===== src/rtl/u8dec_pkg.sv =====
// Shared types and constants for the UTF-8 to 16-bit code unit decoder.
package u8dec_pkg;

    localparam int BYTE_W    = 8;
    localparam int UNIT_W    = 16;
    localparam int PENDING_W = 3;
    localparam int TDATA_OUT_W = 16;

    localparam logic [UNIT_W-1:0]    SPACE_UNIT  = 16'h0020;
    localparam logic [PENDING_W-1:0] SKIP_FOUR   = 3'd3;
    localparam logic [PENDING_W-1:0] SKIP_FIVE   = 3'd4;
    localparam logic [PENDING_W-1:0] SKIP_OTHER  = 3'd5;
    localparam logic [PENDING_W-1:0] PEND_TWO    = 3'd1;
    localparam logic [PENDING_W-1:0] PEND_THREE  = 3'd2;

    localparam logic [2:0] LEAD_TWO   = 3'b110;
    localparam logic [3:0] LEAD_THREE = 4'b1110;
    localparam logic [4:0] LEAD_FOUR  = 5'b11110;
    localparam logic [5:0] LEAD_FIVE  = 6'b111110;

    typedef struct packed {
        logic              emit;
        logic [UNIT_W-1:0] code_unit;
        logic              substituted;
    } t_result;

endpackage


===== src/rtl/utf8_to_ucs2_decoder.sv =====
// Top level of the UTF-8 to 16-bit code unit decoder with its stream ports.
//
// Bytes of a UTF-8 string enter on the slave channel, one request per byte,
// with tlast marking the final byte of the string. Code units leave on the
// master channel, one request per decoded character or substituted space;
// tuser is high when a space replaced an unsupported or truncated sequence.
// Bytes that complete nothing, such as two- or three-byte leads before the
// final byte or skipped bytes, give no request on the master channel.
// An accepted byte is held in an input register, decoded in one pass of
// logic and its result is stored in the output register, from which the
// code unit is offered. One byte is taken every cycle while the receiver
// keeps up; a waiting result does not stop the input register from
// filling.
// Reset clears the valid flags of both registers and the sequence state. When the receiver
// stalls, the output request is held unchanged and the input stops once the
// input register is occupied behind it.
module utf8_to_ucs2_decoder
    import u8dec_pkg::*;
(
    input  logic                   i_clk,
    input  logic                   i_rst_n,
    input  logic                   i_s_axis_tvalid,
    output logic                   o_s_axis_tready,
    input  logic [BYTE_W-1:0]      i_s_axis_tdata,   // [7:0] in_byte
    input  logic                   i_s_axis_tlast,   // string_last
    output logic                   o_m_axis_tvalid,
    input  logic                   i_m_axis_tready,
    output logic [TDATA_OUT_W-1:0] o_m_axis_tdata,   // [15:0] code_unit
    output logic                   o_m_axis_tuser    // [0] substituted
);

    logic              r_in_valid;
    logic [BYTE_W-1:0] r_in_byte;
    logic              r_in_last;
    logic              r_out_valid;
    logic [UNIT_W-1:0] r_out_unit;
    logic              r_out_sub;
    logic              out_free;
    logic              fire;
    logic              accept;
    t_result           result;

    assign out_free        = !r_out_valid || i_m_axis_tready;
    assign fire            = r_in_valid && out_free;
    assign o_s_axis_tready = !r_in_valid || fire;
    assign accept          = i_s_axis_tvalid && o_s_axis_tready;

    u8dec_decode u_decode (
        .i_clk         (i_clk),
        .i_rst_n       (i_rst_n),
        .i_fire        (fire),
        .i_in_byte     (r_in_byte),
        .i_string_last (r_in_last),
        .o_result      (result)
    );

    always_ff @(posedge i_clk) begin
        if (!i_rst_n) begin
            r_in_valid <= 1'b0;
        end else if (accept) begin
            r_in_valid <= 1'b1;
        end else if (fire) begin
            r_in_valid <= 1'b0;
        end
    end

    always_ff @(posedge i_clk) begin
        if (accept) begin
            r_in_byte <= i_s_axis_tdata;
            r_in_last <= i_s_axis_tlast;
        end
    end

    always_ff @(posedge i_clk) begin
        if (!i_rst_n) begin
            r_out_valid <= 1'b0;
        end else if (fire) begin
            r_out_valid <= result.emit;
        end else if (i_m_axis_tready) begin
            r_out_valid <= 1'b0;
        end
    end

    always_ff @(posedge i_clk) begin
        if (fire && result.emit) begin
            r_out_unit <= result.code_unit;
            r_out_sub  <= result.substituted;
        end
    end

    assign o_m_axis_tvalid = r_out_valid;
    assign o_m_axis_tdata  = r_out_unit;
    assign o_m_axis_tuser  = r_out_sub;

endmodule


===== src/rtl/u8dec_decode.sv =====
// Sequence state and single-pass decode logic for one registered input byte.
module u8dec_decode
    import u8dec_pkg::*;
(
    input  logic              i_clk,
    input  logic              i_rst_n,
    input  logic              i_fire,
    input  logic [BYTE_W-1:0] i_in_byte,
    input  logic              i_string_last,
    output t_result           o_result
);

    logic [PENDING_W-1:0] r_pending;
    logic                 r_skipping;
    logic [UNIT_W-1:0]    r_partial;
    logic [PENDING_W-1:0] n_pending;
    logic                 n_skipping;
    logic [UNIT_W-1:0]    n_partial;
    logic [PENDING_W-1:0] pending_dec;
    logic [UNIT_W-1:0]    cont_bits;

    assign pending_dec = r_pending - PENDING_W'(1);
    assign cont_bits   = {10'b0, i_in_byte[5:0]};

    always_comb begin
        n_pending  = r_pending;
        n_skipping = r_skipping;
        n_partial  = r_partial;
        o_result   = '0;
        if (r_skipping) begin
            if (r_pending != '0) begin
                n_pending = pending_dec;
            end
            if (r_pending <= PENDING_W'(1)) begin
                n_skipping = 1'b0;
            end
        end else if (r_pending >= PEND_THREE) begin
            if (i_string_last) begin
                o_result = '{emit: 1'b1, code_unit: SPACE_UNIT, substituted: 1'b1};
            end else begin
                n_partial = r_partial | (cont_bits << 6);
                n_pending = pending_dec;
            end
        end else if (r_pending == PEND_TWO) begin
            o_result  = '{emit: 1'b1, code_unit: r_partial | cont_bits, substituted: 1'b0};
            n_pending = '0;
            n_partial = '0;
        end else if (!i_in_byte[7]) begin
            o_result = '{emit: 1'b1, code_unit: {8'b0, i_in_byte}, substituted: 1'b0};
        end else if (i_in_byte[7:5] == LEAD_TWO) begin
            if (i_string_last) begin
                o_result = '{emit: 1'b1, code_unit: SPACE_UNIT, substituted: 1'b1};
            end else begin
                n_partial = cont_bits << 6;
                n_pending = PEND_TWO;
            end
        end else if (i_in_byte[7:4] == LEAD_THREE) begin
            if (i_string_last) begin
                o_result = '{emit: 1'b1, code_unit: SPACE_UNIT, substituted: 1'b1};
            end else begin
                n_partial = {i_in_byte[3:0], 12'b0};
                n_pending = PEND_THREE;
            end
        end else begin
            o_result   = '{emit: 1'b1, code_unit: SPACE_UNIT, substituted: 1'b1};
            n_skipping = 1'b1;
            n_partial  = '0;
            if (i_in_byte[7:3] == LEAD_FOUR) begin
                n_pending = SKIP_FOUR;
            end else if (i_in_byte[7:2] == LEAD_FIVE) begin
                n_pending = SKIP_FIVE;
            end else begin
                n_pending = SKIP_OTHER;
            end
        end
        if (i_string_last) begin
            n_pending  = '0;
            n_skipping = 1'b0;
            n_partial  = '0;
        end
    end

    always_ff @(posedge i_clk) begin
        if (!i_rst_n) begin
            r_pending  <= '0;
            r_skipping <= 1'b0;
            r_partial  <= '0;
        end else if (i_fire) begin
            r_pending  <= n_pending;
            r_skipping <= n_skipping;
            r_partial  <= n_partial;
        end
    end

endmodule

===== config.mk =====
export PLATFORM = sky130hd
export DESIGN_NAME = utf8_to_ucs2_decoder
export DESIGN_NICKNAME = d
export VERILOG_FILES = /design/src/rtl/u8dec_pkg.sv /design/src/rtl/utf8_to_ucs2_decoder.sv /design/src/rtl/u8dec_decode.sv
export SDC_FILE = /design/constraint.sdc
export NUM_CORES = 1
export LEC_CHECK = 0
export BUFFER_PORTS_ARGS = -buffer_cell sky130_fd_sc_hd__clkbuf_2
export CORE_MARGIN = 2
export CORE_UTILIZATION = 55
export DETAILED_ROUTE_END_ITERATION = 16
export HOLD_SLACK_MARGIN = 0.12
export PLACE_DENSITY = 0.8
export SYNTH_ARGS = -nofsm -noshare
export SYNTH_HDL_FRONTEND = slang
export SYNTH_SLANG_ARGS = --single-unit

===== constraint.sdc =====
create_clock -name i_clk -period 5.7 [get_ports i_clk]
set_input_delay 1.14 -clock i_clk [delete_from_list [all_inputs] [get_ports i_clk]]
set_output_delay 1.14 -clock i_clk [all_outputs]
set_load 0.05 [all_outputs]

==> flow_summary.ini, run 1 <==
[run_status]
status = complete, no violations

[die]
initial_utilization = 0.564
fp.dieArea_um2 = 3880
fp.dieH_um = 62.3
io_pins = 32
die_w_um = 62.3
row_count = 21
core-area_um2 = 3310

[timing]
setup_viol = 0
rsz0062_at_grt = false
finalCriticalPeriod_ns = 2.89
skew_ns = 0.00675
relSlewSlack = 0.427
finalCritPeriodShare = 0.507
worst_pin_slew_ns = 0.854
finalHoldViolCount = 0
drv_slew = 0
fmax_mhz = 346
tns_ns = 0

[power]
static-leakage-power_nw = 0.844
internal-power_uw = 456
swShare = 0.262
seqPwrFrac = 0.567
p_per_area_nw_per_um2 = 292
clkPwrFrac = 0.300
power_switching_uw = 162
peakVddDrop_uv = 185
comb_power_share = 0.133

[routing]
drt_iter0_markers = 91
first_pass_iters = 4
vias = 1396
drc_errors = 0
antenna_left = 0
via_per_inst = 5.89
routedWlPerCell_um = 15.1
finalWirelength_um = 3570

[global_routing]
grt_pass1_vias = 1326
antenna_found_initial = 0
grt_max_degree = 20
overflow = 0
grt_pass1_wl_um = 6180
track_usage = 0.205

[logic_synthesis]
synth_edf_count = 26
synth_cell_types = 44
syn-num-nets = 176
synth.avg_cell_area_um2 = 11.7
synth-seq-cells = 42
yosys_warnings = 0
synth_async_sr_flop_share = 0
ys_seq_area_frac = 0.590
synthCells = 160
ys.flop_type = edfxtp_1
syn_area_um2 = 1870

[clocking]
cts_hold_buf = 0
clk_transition_reported_paths_ns = 0.11
cts_max_level = 2
cts_tree = yes
numCtsBuffers = 5
clk_latency_ns = 0.35
cts_root_buf = clkbuf_4
cts.sinks = 42
clk_path_buf_depth = 2
post_cts_buffers = 0
cts-resized-gates = 0

[critical_path]
arrival_ns = 1.75
cp_slowest_cell = clkbuf_2
crit_path_cell_trace = clkbuf_2 > nor2b_1 > nand2_1 > clkbuf_2
cpLargestDelayFamily = buffers and inverters
crit_fanout = 3
startpoint_type = input port
crit_path_frequent_cell = clkbuf_2
cp.depth = 4
cp-end-kind = primary output
ff2ff_path_depth = 5
crit_required_ns = 4.56
crit_path_max_incr_delay_ns = 0.24
crit_buf_inv = 2
setup.worst_path.class = input port to primary output

[finish]
design_area_um2 = 2120
syn2layout_area_growth_pct = 13.3
n_fill_cell = 282
num-nets-final = 206
drive_gt1_frac = 0.236
diodes = 0

[worst_hold_path]
hp-class = flop to flop
holdPathStages = 1

[placement]
port_buffers = 31
post-dp-hpwl_um = 2520
place_area_um2 = 2040
place_congestion = 0.820

[run]
max-cap-violations = 0
==> power by group through the flow <==
stage | registers (mW) | logic [mW] | clock network (mW)
after CTS | 0.350 | 0.0817 | 0.189
after detailed placement | 0.357 | 0.0812 | 0
final | 0.350 | 0.0818 | 0.185
after floorplan | 0.374 | 0.0434 | 0
after global placement | 0.356 | 0.0787 | 0
after global routing | 0.352 | 0.0889 | 0.199
==> cells by family (layout without fill, tap and decap cells) <==
logic type | after synthesis | after routing | synth area share
mux | 1 | 1 | 0.00536
buf+inv | 14 | 45 | 0.0349
fa+ha+maj | 3 | 3 | 0.0201
simple gates | 59 | 59 | 0.182
compound gates | 41 | 41 | 0.168
flops | 42 | 42 | 0.590
==> path summary, 6_finish.rpt <==
check	to	slack, ns	from
worst max-delay path	o_s_axis_tready	2.81	i_m_axis_tready
worst min-delay path	u_decode.r_partial[11]	0.47	u_decode.r_partial[11]
worst max register to register	o_m_axis_tdata[5]	3.28	u_decode.r_pending[1]
worst min register to register	u_decode.r_partial[11]	0.47	u_decode.r_partial[11]
==> area by class of cell <==
type	count	area, µm²	area share
flip-flops and latches	42	1100	0.520
multi-input cells	104	701	0.331
repair buffers	31	155	0.0733
well taps	46	57.6	0.0272
clock buffers	6	41.3	0.0195
clock inverters	2	37.5	0.0177
inverters	6	22.5	0.0106
==> routing by layer <==
layer  GRT usage  wire length (µm)
met2       0.345              1770
met4      0.0611                36
met1       0.259              1450
met3      0.0562               311
met5           0                 0
==> through the flow <==
step | utilization | hold WS, ns | setup WS (ns) | cells | total power [mW]
2_1_floorplan | - | 0.432 | 2.94 | 160 | 0.417
3_3_place_gp | 0.615 | 0.445 | 2.85 | 229 | 0.435
3_5_place_dp | 0.615 | 0.445 | 2.81 | 229 | 0.438
4_1_cts | 0.639 | 0.473 | 2.80 | 237 | 0.621
5_1_grt | 0.639 | 0.513 | 2.77 | 237 | 0.640
6_report | 0.639 | 0.470 | 2.81 | 237 | 0.617
==> placed cells by master, fill, tap and decap left out, drive strengths merged, types with 2 or more instances in the layout <==
cell type / count
a21oi: 7
nand3b: 2
and3: 16
o32ai: 2
nand2b: 5
nor3: 3
o21a: 4
edfxtp: 26
nor2b: 3
a31oi: 7
inv: 6
clkbuf: 37
a211oi: 4
and2: 3
a22o: 5
o21ai: 3
nand3: 5
ha: 3
nor2: 5
dfxtp: 16
nand2: 10
o31ai: 3
==> sequential cells by signal, summed over array words and instances (netlist names) <==
name,count
r_in_valid,1
u_decode.r_skipping,1
o_m_axis_tvalid,1
r_in_byte,8
u_decode.r_pending,3
o_m_axis_tuser,1
u_decode.r_partial,10
r_in_last,1
o_m_axis_tdata,16
==> cell usage after synthesis, drive strengths merged, types with 4 or more instances <==
cell	count	share of area
a31oi	7	0.027
o21a	4	0.016
nand2b	5	0.017
nand3	5	0.013
and3	16	0.054
inv	6	0.012
a22o	5	0.023
a211oi	4	0.016
nor2	5	0.011
nand2	10	0.020
buf	5	0.017
edfxtp	26	0.42
dfxtp	16	0.17
a21oi	7	0.019
No activity file was read; power rests on OpenSTA's default activity.
==> inputs of run 2 (changes only) <==
==> constraint.sdc (replaced) <==
create_clock -name i_clk -period 2.8 [get_ports i_clk]
set_input_delay 0.56 -clock i_clk [delete_from_list [all_inputs] [get_ports i_clk]]
set_output_delay 0.56 -clock i_clk [all_outputs]
set_load 0.05 [all_outputs]
==> run 2 against run 1 <==
Largest power group unchanged. Cell count rose by 0.42%. Largest cell class unchanged. Flip-flop and latch count did not move. Clock power rose by 100%. Sequential share of layout area fell by 0.18 points. Critical path depth rose by 2.
==> flow_summary.ini, run 2 (same netlist as run 1, synthesis figures left out) <==
[critical_path]
cp-end-kind = flop
crit_path_cell_trace = inv_1 > ha_1 > and3b_1 > a21oi_1 > o21a_1 > buf_4
cp_slowest_cell = ha_1
crit_path_max_incr_delay_ns = 0.46
arrival_ns = 2.21
crit_fanout = 17
crit_required_ns = 2.85
startpoint_type = flop
setup.worst_path.class = flop to flop

[die]
io_pins = 32
fp.dieArea_um2 = 3880
die_w_um = 62.3
row_count = 21
fp.dieH_um = 62.3
initial_utilization = 0.564
core-area_um2 = 3310

[power]
internal-power_uw = 928
seqPwrFrac = 0.568
swShare = 0.259
peakVddDrop_uv = 418
power_switching_uw = 324
static-leakage-power_nw = 0.850
comb_power_share = 0.134
p_per_area_nw_per_um2 = 590
clkPwrFrac = 0.298

[finish]
multi_input_area_um2 = 701
syn2layout_area_growth_pct = 13.7
final_common_cell = clkbuf_2
drive_gt1_frac = 0.240
finish.utilization = 0.641
design_area_um2 = 2120
layout_common_cells = clkbuf_2 (31), edfxtp_1 (26), and3_1 (16), dfxtp_1 (16), nand2_1 (10)
largest_register_ff_count = 16
regArea_um2 = 1100
n_fill_cell = 290
diodes = 0
num-nets-final = 207

[routing]
top_layer_used = met4
dr_wl_met3_um = 213
wl_met2_um = 1800
finalWirelength_um = 3510
routedWlPerCell_um = 14.7
first_pass_iters = 4
vias = 1376
drc_errors = 0
wl_met1_um = 1440
drt_iter0_markers = 45
antenna_left = 0
via_per_inst = 5.78

[timing]
fmax_mhz = 463
drv_slew = 0
rsz0062_at_grt = false
finalCriticalPeriod_ns = 2.16
tns_ns = 0
relSlewSlack = 0.412
finalHoldViolCount = 0
setup_viol = 0
skew_ns = 0.00851
worst_pin_slew_ns = 0.876
finalCritPeriodShare = 0.771

[clocking]
cts_root_buf = clkbuf_4
cts_max_level = 2
cts-resized-gates = 0
cts_hold_buf = 0
clk_latency_ns = 0.34
cts.sinks = 42
clk_path_buf_depth = 2
clk_transition_reported_paths_ns = 0.12
cts_tree = yes
numCtsBuffers = 5
post_cts_buffers = 0

[run_status]
status = complete, no violations

[global_routing]
grt_max_degree = 20
overflow = 0
grt_pass1_wl_um = 6280
antenna_found_initial = 0
grt_pass1_vias = 1388
track_usage = 0.207

[run]
max-cap-violations = 0

[placement]
place_area_um2 = 2040
place_congestion = 0.898
post-dp-hpwl_um = 2610
port_buffers = 31

[worst_hold_path]
hp-class = input port to flop
## run 2: metrics by stage
| step | instances | power (mW) | hold slack (ns) | setup slack, ns |
|---|---|---|---|---|
| finish | 238 | 1.25 | 0.379 | 0.642 |
| floorplan | 160 | 0.850 | 0.432 | 0.880 |
| detailed placement | 230 | 0.893 | 0.458 | 0.676 |
| global route | 238 | 1.31 | 0.358 | 0.461 |
| CTS | 238 | 1.26 | 0.375 | 0.646 |
| global placement | 230 | 0.888 | 0.452 | 0.784 |
## run 2: power by group through the flow
stage / registers [mW] / clock network (mW) / logic (mW)
final: 0.712 / 0.373 / 0.168
after CTS: 0.712 / 0.379 / 0.168
after global placement: 0.725 / 0 / 0.163
after detailed placement: 0.726 / 0 / 0.167
after floorplan: 0.761 / 0 / 0.0884
after global routing: 0.716 / 0.408 / 0.183
## run 2: path summary, 6_finish.rpt
check / startpoint / to / slack (ns) / cells after the start
worst min register to register: u_decode.r_partial[11] / u_decode.r_partial[11] / 0.48 / 1
worst min-delay path: i_s_axis_tdata[1] / r_in_byte[1] / 0.38 / 1
worst max-delay path: u_decode.r_pending[1] / o_m_axis_tdata[6] / 0.64 / 6
worst max register to register: u_decode.r_pending[1] / o_m_axis_tdata[6] / 0.64 / 6
## run 2: final cells by class
type                       count  share of cell area
clock inverter                 2              0.0177
inverter                       6              0.0106
tap                           46              0.0271
clock buffer                   6              0.0194
sequential                    42               0.519
multi-input combinational    104               0.330
timing repair buffer          32              0.0766
## run 2: critical path, delay by kind of cell (launching register included)
family / cells / cell delay [ns]
AO/OA/AOI/OAI: 2 / 0.34
adder cells (fa/ha/maj): 1 / 0.46
buffers and inverters: 2 / 0.39
flip-flops: 1 / 0.40
AND/OR/NAND/NOR: 1 / 0.25
## run 2: per-layer routing
layer  vias up  GRT usage
met1       639      0.258
met5         -          0
met2        51      0.359
li1        678          -
met3         8     0.0507
met4         0     0.0639
==> inputs of run 3 (changes only) <==
--- a/config.mk
+++ b/config.mk
@@ -5,12 +5,13 @@
 export SDC_FILE = /design/constraint.sdc
 export NUM_CORES = 1
 export LEC_CHECK = 0
+export ABC_AREA = 1
 export BUFFER_PORTS_ARGS = -buffer_cell sky130_fd_sc_hd__clkbuf_2
 export CORE_MARGIN = 2
-export CORE_UTILIZATION = 55
+export CORE_UTILIZATION = 50
 export DETAILED_ROUTE_END_ITERATION = 16
 export HOLD_SLACK_MARGIN = 0.12
-export PLACE_DENSITY = 0.8
+export PLACE_DENSITY = 0.77
 export SYNTH_ARGS = -nofsm -noshare
 export SYNTH_HDL_FRONTEND = slang
 export SYNTH_SLANG_ARGS = --single-unit
==> constraint.sdc (replaced) <==
create_clock -name i_clk -period 1.7 [get_ports i_clk]
set_input_delay 0.34 -clock i_clk [delete_from_list [all_inputs] [get_ports i_clk]]
set_output_delay 0.34 -clock i_clk [all_outputs]
set_load 0.05 [all_outputs]
==> run 3 against run 2 <==
Combinational power is 140% higher. Cell area up 12%. Register-to-register slack got worse by 0.53 ns. Fmax rose by 36%. Cell count increased by 28%. Clock power increased by 76%. Total power increased by 78%. Critical endpoint is now o_m_axis_tdata[7]. Largest cell class unchanged. Highest routed layer unchanged.
==> flow_summary.ini, run 3 <==
[critical_path]
cp-end-kind = flop
arrival_ns = 1.66
crit_required_ns = 1.77
crit_fanout = 17
ff2ff_path_depth = 9
setup.worst_path.class = flop to flop
startpoint_type = flop

[clocking]
cts_root_buf = clkbuf_8
clk_path_buf_depth = 2
clk_transition_reported_paths_ns = 0.09
cts_hold_buf = 0
cts_max_level = 2
numCtsBuffers = 5
cts_tree = yes
cts.sinks = 42
clk_latency_ns = 0.30

[power]
peakVddDrop_uv = 627
swShare = 0.299
comb_power_share = 0.178
power_switching_uw = 666
p_per_area_nw_per_um2 = 937
seqPwrFrac = 0.526
static-leakage-power_nw = 0.996
internal-power_mw = 1.56
clkPwrFrac = 0.296

[timing]
relSlewSlack = 0.703
skew_ns = 0.00760
finalCritPeriodShare = 0.935
setup_viol = 0
drv_slew = 0
finalCriticalPeriod_ns = 1.59
fmax_mhz = 629
worst_pin_slew_ns = 0.444
tns_ns = 0
finalHoldViolCount = 0

[finish]
layout_common_cells = nand2_1 (36), clkbuf_2 (31), edfxtp_1 (26)
regArea_um2 = 1100
n_fill_cell = 283
drive_gt1_frac = 0.332
diodes = 0
num-nets-final = 271
syn2layout_area_growth_pct = 24.3
finish.utilization = 0.649
final_common_cell = nand2_1
multi_input_area_um2 = 688
largest_register_ff_count = 16

[global_routing]
grt_pass1_vias = 1452
grt_max_degree = 18
track_usage = 0.204
grt_pass1_wl_um = 6530
overflow = 0
antenna_found_initial = 0

[logic_synthesis]
yosysMostFrequentCell = nand2_1
synth_top_family_by_area = simple AND/OR/NAND/NOR gates
synth_cell_types = 29
syn-num-nets = 216
yosysTopAreaCell = edfxtp_1
syn_area_um2 = 1910
yosys_warnings = 0
yosys.area.top_type_share = 0.408
ys.flop_type = edfxtp_1
synthXorXnorAreaFrac = 0.00458
synth_edf_count = 26
synth.avg_cell_area_um2 = 9.56
yosys-top-cells-count = nand2_1 (36), edfxtp_1 (26), inv_1 (22)
synth_compound_area_frac = 0.100
synth_area_leaders = edfxtp_1 (41%), dfxtp_1 (17%), nand2_1 (7.1%), inv_1 (4.3%), nor2_1 (4.1%)
yosys.area_share.simple = 0.229
synthCells = 200
synth_async_sr_flop_share = 0
ys_seq_area_frac = 0.576
synthMuxAreaShare = 0
synth-seq-cells = 42
yosys.area_share.adder = 0.0196

[routing]
first_pass_iters = 5
drt_iter0_markers = 137
vias = 1578
finalWirelength_um = 3970
antenna_left = 0
routedWlPerCell_um = 13.0
drc_errors = 0
via_per_inst = 5.19

[placement]
place_congestion = 0.914
port_buffers = 31
post-dp-hpwl_um = 2970

[die]
fp.dieArea_um2 = 4330
die_w_um = 65.8
core-area_um2 = 3660
io_pins = 32
fp.dieH_um = 65.8
row_count = 22
initial_utilization = 0.522

[run]
max-cap-violations = 0

[worst_hold_path]
holdPathStages = 1
hp-class = input port to flop

[run_status]
status = complete, no violations
-- run 3: cell count changes after synthesis, moves of 6 or more --
cell / delta
nor2_1: +17
nand2_1: +26
and3_1: -16
inv_1: +17
o21ai_1: +14
nor3_1: +6
-- run 3: power groups by stage --
stage          clock network, mW  registers, mW  logic, mW
4_1_cts                    0.670           1.17      0.389
2_1_floorplan                  0           1.28      0.175
6_report                   0.658           1.17      0.397
3_5_place_dp                   0           1.19      0.375
3_3_place_gp                   0           1.19      0.372
5_1_grt                    0.713           1.18      0.431
-- run 3: timing repair --
item	CTS	global route
pin swaps	0	1
setup buffers	1	1
cloned	0	0
gates resized for setup	1	2
endpoints found under the setup margin	17	17
-- run 3: worst paths after layout --
path / to / from / slack, ns
worst min register to register: u_decode.r_partial[11] / u_decode.r_partial[11] / 0.47
worst max register to register: o_m_axis_tdata[7] / u_decode.r_pending[1] / 0.11
worst min-delay path: r_in_last / i_s_axis_tlast / 0.21
worst max-delay path: o_m_axis_tdata[7] / u_decode.r_pending[1] / 0.11
-- run 3: kinds of logic after synthesis --
| family | count (synthesis) |
|---|---|
| AO/OA/AOI/OAI | 35 |
| adder cells (fa/ha/maj) | 3 |
| XOR/XNOR | 1 |
| AND/OR/NAND/NOR | 88 |
| buffers and inverters | 31 |
| flip-flops | 42 |
-- run 3: worst max-delay path, cell delays in order (launching register included) --
cell        delay, ns
dfxtp_1          0.34
inv_1            0.08
ha_1             0.20
inv_1            0.07
nand2_1          0.08
nor2_2           0.13
nand2_1          0.07
nand3_2          0.11
clkinvlp_4       0.11
buf_12           0.15
-- run 3: cell type report --
type / count / area share
clock buffer: 5 / 0.0290
timing repair buffer: 50 / 0.131
tap: 48 / 0.0253
clock inverter: 3 / 0.0105
multi-input combinational: 127 / 0.290
inverter: 29 / 0.0516
sequential: 42 / 0.463
-- run 3: metrics by stage --
| stage | setup WS, ns | total power, mW | instance area, µm² | cells | hold slack [ns] |
|---|---|---|---|---|---|
| 2_1_floorplan | 0.0127 | 1.46 | 1920 | 200 | 0.435 |
| 3_3_place_gp | 0.0169 | 1.56 | 2240 | 294 | 0.451 |
| 3_5_place_dp | -0.0692 | 1.57 | 2240 | 294 | 0.453 |
| 4_1_cts | 0.0100 | 2.23 | 2360 | 303 | 0.203 |
| 5_1_grt | -0.00550 | 2.32 | 2380 | 304 | 0.201 |
| 6_report | 0.110 | 2.23 | 2380 | 304 | 0.212 |
-- run 3: metal layers --
layer | global-route usage | vias up | wire length, µm
met3 | 0.0528 | 7 | 418
met5 | 0 | - | 0
met4 | 0.0859 | 0 | 57
li1 | - | 779 | -
met1 | 0.252 | 707 | 1580
met2 | 0.337 | 85 | 1910
